File: src/hw/rtl/hmx_pkg.sv
// Shared codes, field widths and types for the min-heap block.
package hmx_pkg;

  localparam int CMD_W  = 2;
  localparam int KEY_W  = 16;
  localparam int SYM_W  = 8;
  localparam int STAT_W = 2;
  localparam int FILL_W = 8;

  localparam int IN_TDATA_W  = 32;
  localparam int OUT_TDATA_W = 40;
  localparam int OUT_PAD_W   = OUT_TDATA_W - STAT_W - KEY_W - SYM_W - FILL_W;

  localparam logic [CMD_W-1:0] CMD_APPEND  = 2'd0;
  localparam logic [CMD_W-1:0] CMD_BUILD   = 2'd1;
  localparam logic [CMD_W-1:0] CMD_EXTRACT = 2'd2;

  localparam logic [STAT_W-1:0] STAT_OK    = 2'd0;
  localparam logic [STAT_W-1:0] STAT_FULL  = 2'd1;
  localparam logic [STAT_W-1:0] STAT_EMPTY = 2'd2;

  // Decision of one sift-down compare step.
  typedef struct packed {
    logic take_child;  // a child moves up into the hole
    logic take_right;  // that child is the right one
  } pick_t;

endpackage

File: src/hw/rtl/hmx_ram.sv
// Single-write, single-read entry store with registered read data.
module hmx_ram #(
  parameter int DEPTH = 128,
  parameter int WIDTH = 24
) (
  input  logic                     clk_i,
  input  logic                     we_i,
  input  logic [$clog2(DEPTH)-1:0] waddr_i,
  input  logic [WIDTH-1:0]         wdata_i,
  input  logic [$clog2(DEPTH)-1:0] raddr_i,
  output logic [WIDTH-1:0]         rdata_o
);

  logic [WIDTH-1:0] mem [DEPTH];

  always_ff @(posedge clk_i) begin
    if (we_i) begin
      mem[waddr_i] <= wdata_i;
    end
  end

  always_ff @(posedge clk_i) begin
    rdata_o <= mem[raddr_i];
  end

endmodule

File: src/hw/rtl/hmx_sel.sv
// Compare unit: picks parent, left or right child for one sift-down level.
module hmx_sel #(
  parameter int KEY_BITS = 16
) (
  input  logic [KEY_BITS-1:0] node_key_i,
  input  logic [KEY_BITS-1:0] left_key_i,
  input  logic [KEY_BITS-1:0] right_key_i,
  input  logic                right_ok_i,
  output hmx_pkg::pick_t      pick_o
);

  logic                left_lt;
  logic [KEY_BITS-1:0] best_key;
  logic                right_lt;

  // strict compares: ties keep the parent, then the left child
  assign left_lt  = left_key_i < node_key_i;
  assign best_key = left_lt ? left_key_i : node_key_i;
  assign right_lt = right_ok_i && (right_key_i < best_key);

  assign pick_o.take_child = left_lt | right_lt;
  assign pick_o.take_right = right_lt;

endmodule

File: src/hw/rtl/binary_min_heap_extract_top.sv
// Array-held binary min-heap with append, build and extract commands.
//
//   channel  dir  fields (low bit first)
//   s_axis   in   command[1:0] key[17:2] symbol[25:18]
//   m_axis   out  status[1:0] out_key[17:2] out_symbol[25:18] fill_count[33:26]
//
// Append: writes the entry unless full, then sends the result to the output register.
// Extract: reads the root, then the last entry, then sifts down a level at a time; with
// one read port, each level reads left child, then right child, then compares and writes.
// Build: a sift-down of every inner node, from the last one back to the root.
// s_axis_tready is high only while no command is in work; a result held in the
// output register does not block the next transfer until the one after is done.
// Reset clears the entry count and control; the store itself is not cleared.
module binary_min_heap_extract_top #(
  parameter int CAPACITY = 128,
  parameter int KEY_BITS = 16
) (
  input  logic                               clk_i,
  input  logic                               rst_ni,
  input  logic                               s_axis_tvalid,
  output logic                               s_axis_tready,
  // command[1:0], key[17:2], symbol[25:18], zero pad
  input  logic [hmx_pkg::IN_TDATA_W-1:0]     s_axis_tdata,
  output logic                               m_axis_tvalid,
  input  logic                               m_axis_tready,
  // status[1:0], out_key[17:2], out_symbol[25:18], fill_count[33:26], zero pad
  output logic [hmx_pkg::OUT_TDATA_W-1:0]    m_axis_tdata
);

  localparam int AW = $clog2(CAPACITY);
  localparam int CW = $clog2(CAPACITY + 1);
  localparam int LW = AW + 1;
  localparam int EW = KEY_BITS + hmx_pkg::SYM_W;

  typedef enum logic [3:0] {
    ST_IDLE,
    ST_EX_ROOT,
    ST_EX_LAST,
    ST_BLD,
    ST_BLD_LD,
    ST_LEFT,
    ST_RIGHT,
    ST_CMP,
    ST_OUT
  } state_e;

  state_e                           state_q, state_d;
  logic                             bld_op_q, bld_op_d;
  logic [CW-1:0]                    cnt_q, cnt_d;
  logic [AW-1:0]                    idx_q, idx_d;
  logic [AW-1:0]                    bld_q, bld_d;
  logic [EW-1:0]                    node_q, node_d;
  logic [EW-1:0]                    left_q, left_d;
  logic                             rok_q, rok_d;
  logic [hmx_pkg::STAT_W-1:0]       res_stat_q, res_stat_d;
  logic [hmx_pkg::KEY_W-1:0]        res_key_q, res_key_d;
  logic [hmx_pkg::SYM_W-1:0]        res_sym_q, res_sym_d;
  logic                             m_valid_q, m_valid_d;
  logic [hmx_pkg::OUT_TDATA_W-1:0]  m_data_q, m_data_d;

  logic                             s_xfer;
  logic [hmx_pkg::CMD_W-1:0]        in_cmd;
  logic [hmx_pkg::KEY_W-1:0]        in_key;
  logic [hmx_pkg::SYM_W-1:0]        in_sym;

  logic                             ram_we;
  logic [AW-1:0]                    ram_waddr;
  logic [EW-1:0]                    ram_wdata;
  logic [AW-1:0]                    ram_raddr;
  logic [EW-1:0]                    ram_rdata;

  logic [LW-1:0]                    lc, rc, cnt_w;
  logic                             lc_ok, rc_ok;
  hmx_pkg::pick_t                   pick;
  state_e                           sift_done_st;

  assign in_cmd = s_axis_tdata[1:0];
  assign in_key = s_axis_tdata[17:2];
  assign in_sym = s_axis_tdata[25:18];

  assign s_axis_tready = (state_q == ST_IDLE);
  assign s_xfer        = s_axis_tvalid & s_axis_tready;
  assign m_axis_tvalid = m_valid_q;
  assign m_axis_tdata  = m_data_q;

  assign lc    = LW'({idx_q, 1'b1});
  assign rc    = lc + LW'(1);
  assign cnt_w = LW'(cnt_q);
  assign lc_ok = lc < cnt_w;
  assign rc_ok = rc < cnt_w;

  assign sift_done_st = bld_op_q ? ST_BLD : ST_OUT;

  hmx_ram #(
    .DEPTH (CAPACITY),
    .WIDTH (EW)
  ) u_ram (
    .clk_i   (clk_i),
    .we_i    (ram_we),
    .waddr_i (ram_waddr),
    .wdata_i (ram_wdata),
    .raddr_i (ram_raddr),
    .rdata_o (ram_rdata)
  );

  hmx_sel #(
    .KEY_BITS (KEY_BITS)
  ) u_sel (
    .node_key_i  (node_q[EW-1:hmx_pkg::SYM_W]),
    .left_key_i  (left_q[EW-1:hmx_pkg::SYM_W]),
    .right_key_i (ram_rdata[EW-1:hmx_pkg::SYM_W]),
    .right_ok_i  (rok_q),
    .pick_o      (pick)
  );

  always_comb begin
    state_d    = state_q;
    bld_op_d   = bld_op_q;
    cnt_d      = cnt_q;
    idx_d      = idx_q;
    bld_d      = bld_q;
    node_d     = node_q;
    left_d     = left_q;
    rok_d      = rok_q;
    res_stat_d = res_stat_q;
    res_key_d  = res_key_q;
    res_sym_d  = res_sym_q;
    m_data_d   = m_data_q;
    m_valid_d  = m_valid_q & ~m_axis_tready;
    ram_we     = 1'b0;
    ram_waddr  = idx_q;
    ram_wdata  = node_q;
    ram_raddr  = '0;

    unique case (state_q)
      ST_IDLE: begin
        if (s_xfer) begin
          res_stat_d = hmx_pkg::STAT_OK;
          res_key_d  = '0;
          res_sym_d  = '0;
          bld_op_d   = 1'b0;
          state_d    = ST_OUT;
          unique case (in_cmd)
            hmx_pkg::CMD_APPEND: begin
              if (cnt_q == CW'(CAPACITY)) begin
                res_stat_d = hmx_pkg::STAT_FULL;
              end else begin
                ram_we    = 1'b1;
                ram_waddr = AW'(cnt_q);
                ram_wdata = {KEY_BITS'(in_key), in_sym};
                cnt_d     = cnt_q + CW'(1);
              end
            end
            hmx_pkg::CMD_BUILD: begin
              bld_op_d = 1'b1;
              bld_d    = AW'(cnt_q >> 1);
              state_d  = ST_BLD;
            end
            hmx_pkg::CMD_EXTRACT: begin
              if (cnt_q == '0) begin
                res_stat_d = hmx_pkg::STAT_EMPTY;
              end else begin
                ram_raddr = '0;
                state_d   = ST_EX_ROOT;
              end
            end
            default: begin
              state_d = ST_OUT;
            end
          endcase
        end
      end
      ST_EX_ROOT: begin
        res_key_d = hmx_pkg::KEY_W'(ram_rdata[EW-1:hmx_pkg::SYM_W]);
        res_sym_d = ram_rdata[hmx_pkg::SYM_W-1:0];
        ram_raddr = AW'(cnt_q - CW'(1));
        state_d   = ST_EX_LAST;
      end
      ST_EX_LAST: begin
        // last entry fills the hole at the root
        node_d = ram_rdata;
        cnt_d  = cnt_q - CW'(1);
        idx_d  = '0;
        state_d = (cnt_q == CW'(1)) ? ST_OUT : ST_LEFT;
      end
      ST_BLD: begin
        if (bld_q == '0) begin
          state_d = ST_OUT;
        end else begin
          ram_raddr = bld_q - AW'(1);
          idx_d     = bld_q - AW'(1);
          bld_d     = bld_q - AW'(1);
          state_d   = ST_BLD_LD;
        end
      end
      ST_BLD_LD: begin
        node_d  = ram_rdata;
        state_d = ST_LEFT;
      end
      ST_LEFT: begin
        if (lc_ok) begin
          ram_raddr = lc[AW-1:0];
          state_d   = ST_RIGHT;
        end else begin
          ram_we  = 1'b1;
          state_d = sift_done_st;
        end
      end
      ST_RIGHT: begin
        left_d    = ram_rdata;
        rok_d     = rc_ok;
        ram_raddr = rc_ok ? rc[AW-1:0] : lc[AW-1:0];
        state_d   = ST_CMP;
      end
      ST_CMP: begin
        ram_we = 1'b1;
        if (pick.take_child) begin
          ram_wdata = pick.take_right ? ram_rdata : left_q;
          idx_d     = pick.take_right ? rc[AW-1:0] : lc[AW-1:0];
          state_d   = ST_LEFT;
        end else begin
          state_d = sift_done_st;
        end
      end
      ST_OUT: begin
        if (!m_valid_q || m_axis_tready) begin
          m_valid_d = 1'b1;
          m_data_d  = {{hmx_pkg::OUT_PAD_W{1'b0}}, hmx_pkg::FILL_W'(cnt_q),
                       res_sym_q, res_key_q, res_stat_q};
          state_d   = ST_IDLE;
        end
      end
      default: begin
        state_d = ST_IDLE;
      end
    endcase
  end

  always_ff @(posedge clk_i or negedge rst_ni) begin
    if (!rst_ni) begin
      state_q    <= ST_IDLE;
      bld_op_q   <= 1'b0;
      cnt_q      <= '0;
      idx_q      <= '0;
      bld_q      <= '0;
      node_q     <= '0;
      left_q     <= '0;
      rok_q      <= 1'b0;
      res_stat_q <= hmx_pkg::STAT_OK;
      res_key_q  <= '0;
      res_sym_q  <= '0;
      m_valid_q  <= 1'b0;
      m_data_q   <= '0;
    end else begin
      state_q    <= state_d;
      bld_op_q   <= bld_op_d;
      cnt_q      <= cnt_d;
      idx_q      <= idx_d;
      bld_q      <= bld_d;
      node_q     <= node_d;
      left_q     <= left_d;
      rok_q      <= rok_d;
      res_stat_q <= res_stat_d;
      res_key_q  <= res_key_d;
      res_sym_q  <= res_sym_d;
      m_valid_q  <= m_valid_d;
      m_data_q   <= m_data_d;
    end
  end

endmodule

File: config.mk
export PLATFORM = sky130hd
export DESIGN_NAME = binary_min_heap_extract_top
export DESIGN_NICKNAME = d
export VERILOG_FILES = /design/src/hw/rtl/hmx_pkg.sv /design/src/hw/rtl/hmx_ram.sv /design/src/hw/rtl/hmx_sel.sv /design/src/hw/rtl/binary_min_heap_extract_top.sv
export SDC_FILE = /design/constraint.sdc
export NUM_CORES = 2
export LEC_CHECK = 0
export BUFFER_PORTS_ARGS = -buffer_cell sky130_fd_sc_hd__buf_2
export CORE_UTILIZATION = 25
export DETAILED_ROUTE_END_ITERATION = 16
export HOLD_SLACK_MARGIN = 0.15
export MAX_ROUTING_LAYER = met4
export SLEW_MARGIN = 15
export SYNTH_ARGS = -nofsm -noshare
export SYNTH_HDL_FRONTEND = slang
export SYNTH_SLANG_ARGS = --single-unit
File: constraint.sdc
create_clock -name clk_i -period 19.5 [get_ports clk_i]
set_clock_uncertainty 0.2 [all_clocks]
set_input_delay 2.925 -clock clk_i [delete_from_list [all_inputs] [get_ports clk_i]]
set_output_delay 2.925 -clock clk_i [all_outputs]
set_load 0.05 [all_outputs]
After elaboration in Yosys (flattened, before gate mapping)
Memory sizes are Yosys's and may differ from the RTL's. A register that Yosys moved wholly into a read port is not among the register bits.
Index checks and enable logic that the tools add are counted.
Cells by class
  add/subtract/negate cells: 4
  $lt $le $gt $ge: 4
  eq/ne operators: 19
  multiplexer cells: 53
  bitwise logic cells: 4
  reduce and logical (&&, ||, !) cells: 19
Operators with widths (number)
  $mux 24: 5
  $mux 7: 12
  $pmux 24 s2: 1
  $pmux 4 s9: 1
  $lt 16x16->1: 2
  $mux 16: 2
  $mux 4: 8
  $mux 8: 4
  $pmux 16 s2: 1
  $pmux 8 s2: 2
  $pmux 7 s4: 1
  $pmux 7 s3: 1
  $add 8x1->8 const B: 2
  $eq 4x3->1 const B: 4
  $lt 8x8->1: 2
  $pmux 7 s2: 1
  $mux 1: 10
  $eq 4x2->1 const B: 2
  $eq 8x1->1 const B: 1
  $eq 8x8->1 const B: 1
  $logic_not 8->1: 1
  $ne 2x2->1 const B: 4
  $pmux 4 s2: 1
  $reduce_and 2->1: 4
  24 further kinds: 30
Storage, ports and cells
  bits in registers: 137
  RAM bits: 3072
  input bits: 36
  output and inout bits: 42
  word-level logic and storage cells: 117
  memories kept: 1
Memory list
  u_ram.mem: depth 128, bits a word 24, read ports 1, clocked after Yosys merged registers in 1, wr ports 1, RTL line hmx_ram.sv:14  | logic [WIDTH-1:0] mem [DEPTH];

Logic depth before layout (Yosys ltp)
  depth after elaboration: 7
  depth in mapped cells: 22
  gate-level depth less buffers: 21

By module
A second synthesis with hierarchy kept.
Unflattened totals
  cell total of the unflattened synthesis: 5446
  area, all modules: 125756.9 um^2
By module, submodules not included
  hmx_ram: instances 1, cells an instance 4538, area an instance 117381.3 um^2, sequential area each 92728.9 um^2
  binary_min_heap_extract_top: instances 1, cells an instance 788, area an instance 7439.6 um^2, sequential area each 3428.3 um^2
  hmx_sel: instances 1, cells an instance 120, area an instance 935.9 um^2, sequential area each 0.0 um^2

Worst setup path after synthesis
OpenSTA, ideal clock, no wires.
  kind: flip-flop to flip-flop
  start point: reg node_q[17]
  end point: mem u_ram.mem[0][0] (data pin)
  setup time: 1.197 ns
  arrival time: 9.012 ns
  data required time: 18.103 ns
  slack: 9.091 ns
  stages on the path, launching flop included: 22
  path buffers: 3
  clock period less this slack: 10.409 ns
  cell sequence: dfrtp_1 inv_1 ha_1 a21o_1 a21o_1 a21oi_1 o211ai_1 a21oi_1 nor2_1 buf_1 mux2i_1 ha_1 a21o_1 a21o_1 a21oi_1 o21a_1 o21ai_0 a31o_2 clkbuf_1 clkbuf_1 mux2i_1 o21ai_0
Between the ends
  longest elaborated chain between the ends: 7
  elaborated cells on any way between the ends: 8
  classes of those cells: order compare: 2; mux: 4; bitwise: 1; reduce/logical: 1
Ends and longest elaborated chain
  from (decl): RTL line binary_min_heap_extract_top.sv:52  | logic [EW-1:0] node_q, node_d;
  from (signal assigned): RTL line binary_min_heap_extract_top.sv:260  | node_q <= node_d;
  $lt 16x16->1: RTL line hmx_sel.sv:17  | assign left_lt = left_key_i < node_key_i;
  $mux 16: RTL line hmx_sel.sv:18  | assign best_key = left_lt ? left_key_i : node_key_i;
  $lt 16x16->1: RTL line hmx_sel.sv:19  | assign right_lt = right_ok_i && (right_key_i < best_key);
  $logic_and 1x1->1: RTL line hmx_sel.sv:19
  $mux 24 or $or 1x1->1 (tied branches): RTL line binary_min_heap_extract_top.sv:218, hmx_sel.sv:21
  $mux 24 (*): RTL line binary_min_heap_extract_top.sv:217  | if (pick.take_child) begin
  $pmux 24 s2 (*): RTL line binary_min_heap_extract_top.sv:135  | unique case (state_q)
  net ram_wdata[0]: RTL line binary_min_heap_extract_top.sv:68  | logic [EW-1:0] ram_wdata;
  to (decl): RTL line hmx_ram.sv:14
The timed path passes the listed nets; every way through them passes the cells marked *.

Worst setup path in the final report
  start point: reg idx_q[2]
  end point: reg u_ram.rdata_o[22] (read register of u_ram.mem)
Between the ends
  longest elaborated chain between the ends: 4
  elaborated cells on any way between the ends: 6
  classes of those cells: add/sub: 1; order compare: 2; mux: 3
Ends and longest elaborated chain
  from (decl): RTL line binary_min_heap_extract_top.sv:50  | logic [AW-1:0] idx_q, idx_d;
  from (signal assigned): RTL line binary_min_heap_extract_top.sv:258  | idx_q <= idx_d;
  $add 8x1->8: RTL line binary_min_heap_extract_top.sv:87  | assign rc = lc + LW'(1);
  $lt 8x8->1: RTL line binary_min_heap_extract_top.sv:90  | assign rc_ok = rc < cnt_w;
  $mux 7: RTL line binary_min_heap_extract_top.sv:212  | ram_raddr = rc_ok ? rc[AW-1:0] : lc[AW-1:0];
  $pmux 7 s4 (*): RTL line binary_min_heap_extract_top.sv:135
  to (decl): RTL line hmx_ram.sv:11  | output logic [WIDTH-1:0] rdata_o
Every way passes the cells marked *; elsewhere a longest branch is shown, timed or not.
A chain may end at the register's enable or synchronous reset.

==> metrics <==
DPL Wire Length 221,000 um; final WL 396,000 um; Bufs on Longest Clock Path 4; die area 524,000 um^2; fillers 51,600; share of post-route cells with drive strength above 1 0.115; number of I/O port buffers 65; placed cell areas 140,000 um^2; DR WL/cell 23.4 um; Num CTS Buffers 337; setup slack after layout 11,240 ps; grt total ovfl 0; final instance area 151,000 um^2; Slew Viols, Final 0; Final Hold Fails 0; antenna violations before repair 10; min Tclk post-route 8260 ps; unrepaired setup endpoints after global routing no; cell mode on critical path buf_4; clk_lat worst skew 960 ps; WP data arrival 8850 ps; Main synth FF type edfxtp_1; cell chain of the critical path nand3_1 > xnor2_1 > ha_1 > o21a_1 > o2111a_1 > a21bo_4 > a31oi_1 > nor2_4 > buf_4 > buf_4 > buf_4 > buf_4 > a211oi_1 > a311oi_1 > a31oi_1 > a22oi_1 > o211ai_1 > nand3_1; critical path startpoint category flip-flop; CP max stage cell a22oi_1; period utilization 0.424; CTS Hold Bufs 0; chip height 724 um; largest net degree at the start of global routing 151; Clock transition at path regs 60 ps; post-synth top area share 0.709; Post-synth top cells edfxtp_1, nand2_1, nand3_1; post-synthesis instance area 130,000 um^2; first-pass GRT wire length 565,000 um; final setup vio count 0; CP Buf/Inv Count 4; status completed; Layout area overhead 15.6%; vias in the first global route 77,700; Top Family by Delay on Critical Path compound AO/OA/AOI/OAI gates; Area contributors post-synth edfxtp_1, nand2_1, nand3_1, dfrtp_1, a311oi_1; number of remaining DRC errors 0; H-tree lvl count 5; synthesized area per cell 13.4 um^2; Detail Route Antenna Nets 0; ys async rst share 0.0424; nets 9,835; CORE AREA 518,000 um^2; Post-CTS Setup Inserts 0; top-count cell post-synth edfxtp_1; max_slew headroom 0.109; placer congestion estimate 0.847; Starting DRT DRC Count 11,000; CTS root buffer clkbuf_16; Synth Instances 9,706; Vias 84,200; Pre-Repair DR Iteration Count 7; Setup TNS Final 0 ps; worst-path maximum fanout 48; share of the yosys chip area belonging to registers 0.739; endpoint type of the worst setup path flip-flop; Place WS 11,160 ps; CTS tree built; die span in x 724 um; achievable clock frequency 121 MHz; Sink Count 3,233; Overall Global Routing Usage 0.149; Synth cell types 83; Worst Hold Class reg -> reg; initial cell density of the core 0.252; number of synthesized flops with an enable pin 3,072; # resized after CTS 0; Rows 264; crit-path max cell delay 770 ps; Yosys warning total 0; # IOs 78; Worst Tran Pin Value 1320 ps; Yosys top cell by area edfxtp_1; Max-cap violations 0; WP data required 20,090 ps; via/cell ratio 4.97; #FFs+latches synth 3,233; critical path type reg -> reg
[placed cells by master (no fill, tap or decap), types with 113 or more instances in the layout]
master and count:
nand2_1 2455, dfrtp_1 137, buf_4 304, and3_1 293
a21oi_1 113, nor2_2 126, edfxtp_1 3072, clkbuf_16 341
a311oi_1 237, a211oi_1 273, o21ai_0 113, mux2i_1 123
nand3_1 1032, a31oi_1 221
[path summary, 6_finish.rpt]
path                                  startpoint                end  slack, ps  depth (start not counted)
worst max-delay path                    idx_q[2]  u_ram.rdata_o[22]      11240                         18
worst min-delay path            m_axis_tdata[27]   m_axis_tdata[27]        270                          2
worst max register to register          idx_q[2]  u_ram.rdata_o[22]      11240                         18
worst min register to register  m_axis_tdata[27]   m_axis_tdata[27]        270                          2
max in group asynchronous                 rst_ni   m_axis_tdata[30]      15990                          2
min in group asynchronous                 rst_ni   m_axis_tdata[16]       1780                          1
[cells by family after synthesis]
family | after synthesis | synth area share
AO/OA/AOI/OAI | 1331 | 0.0735
adder cells (fa/ha/maj) | 52 | 0.00500
XOR/XNOR | 22 | 0.00148
multiplexers | 226 | 0.0206
AND/OR/NAND/NOR | 4116 | 0.137
buffers and inverters | 725 | 0.0235
other | 1 | 0.0000288
flip-flops | 3233 | 0.739
[routing by layer]
layer / GRT usage / routed length [um] / up-vias
met5: - / 0 / -
met4: 0.0452 / 12600 / 0
met3: 0.0257 / 39600 / 629
met2: 0.224 / 179000 / 4284
met1: 0.205 / 165000 / 42700
li1: - / - / 36700
[worst min-delay path, delay by kind of cell, from the launching register on]
| kind | cells | cell delay, ps |
|---|---|---|
| and+or+nand+nor | 1 | 50 |
| DFF | 1 | 330 |
| AOI/OAI and AO/OA | 1 | 60 |
[per-stage QoR]
stage	hold WS, ps	utilization	std cells
after floorplan	246	-	9711
after global placement	259	0.270	16300
after detailed placement	266	0.270	16300
after CTS	278	0.291	16900
after global routing	304	0.291	16900
final	274	0.291	16900
[sequential cells by signal (all words and copies together), names as in the netlist]
register,flops
u_ram.mem,3072
m_axis_tvalid,1
cnt_q,8
res_sym_q,8
bld_q,7
bld_op_q,1
left_q,24
state_q,4
idx_q,7
node_q,24
res_key_q,16
m_axis_tdata,34
u_ram.rdata_o,24
res_stat_q,2
rok_q,1
[area by class of cell]
| type | count | area (um^2) | area share |
|---|---|---|---|
| multi-input combinational | 5753 | 31900 | 0.212 |
| sequential | 3233 | 96200 | 0.639 |
| clock buffer | 437 | 8960 | 0.0595 |
| tap | 6916 | 8650 | 0.0575 |
| inverter | 35 | 131 | 0.000873 |
| clock inverter | 172 | 1750 | 0.0116 |
| antenna | 11 | 27.5 | 0.000183 |
| timing repair buffer | 387 | 2970 | 0.0198 |
Power is not shown: default switching activity piles up to over one toggle a cycle in this logic, so the estimate is an artifact.
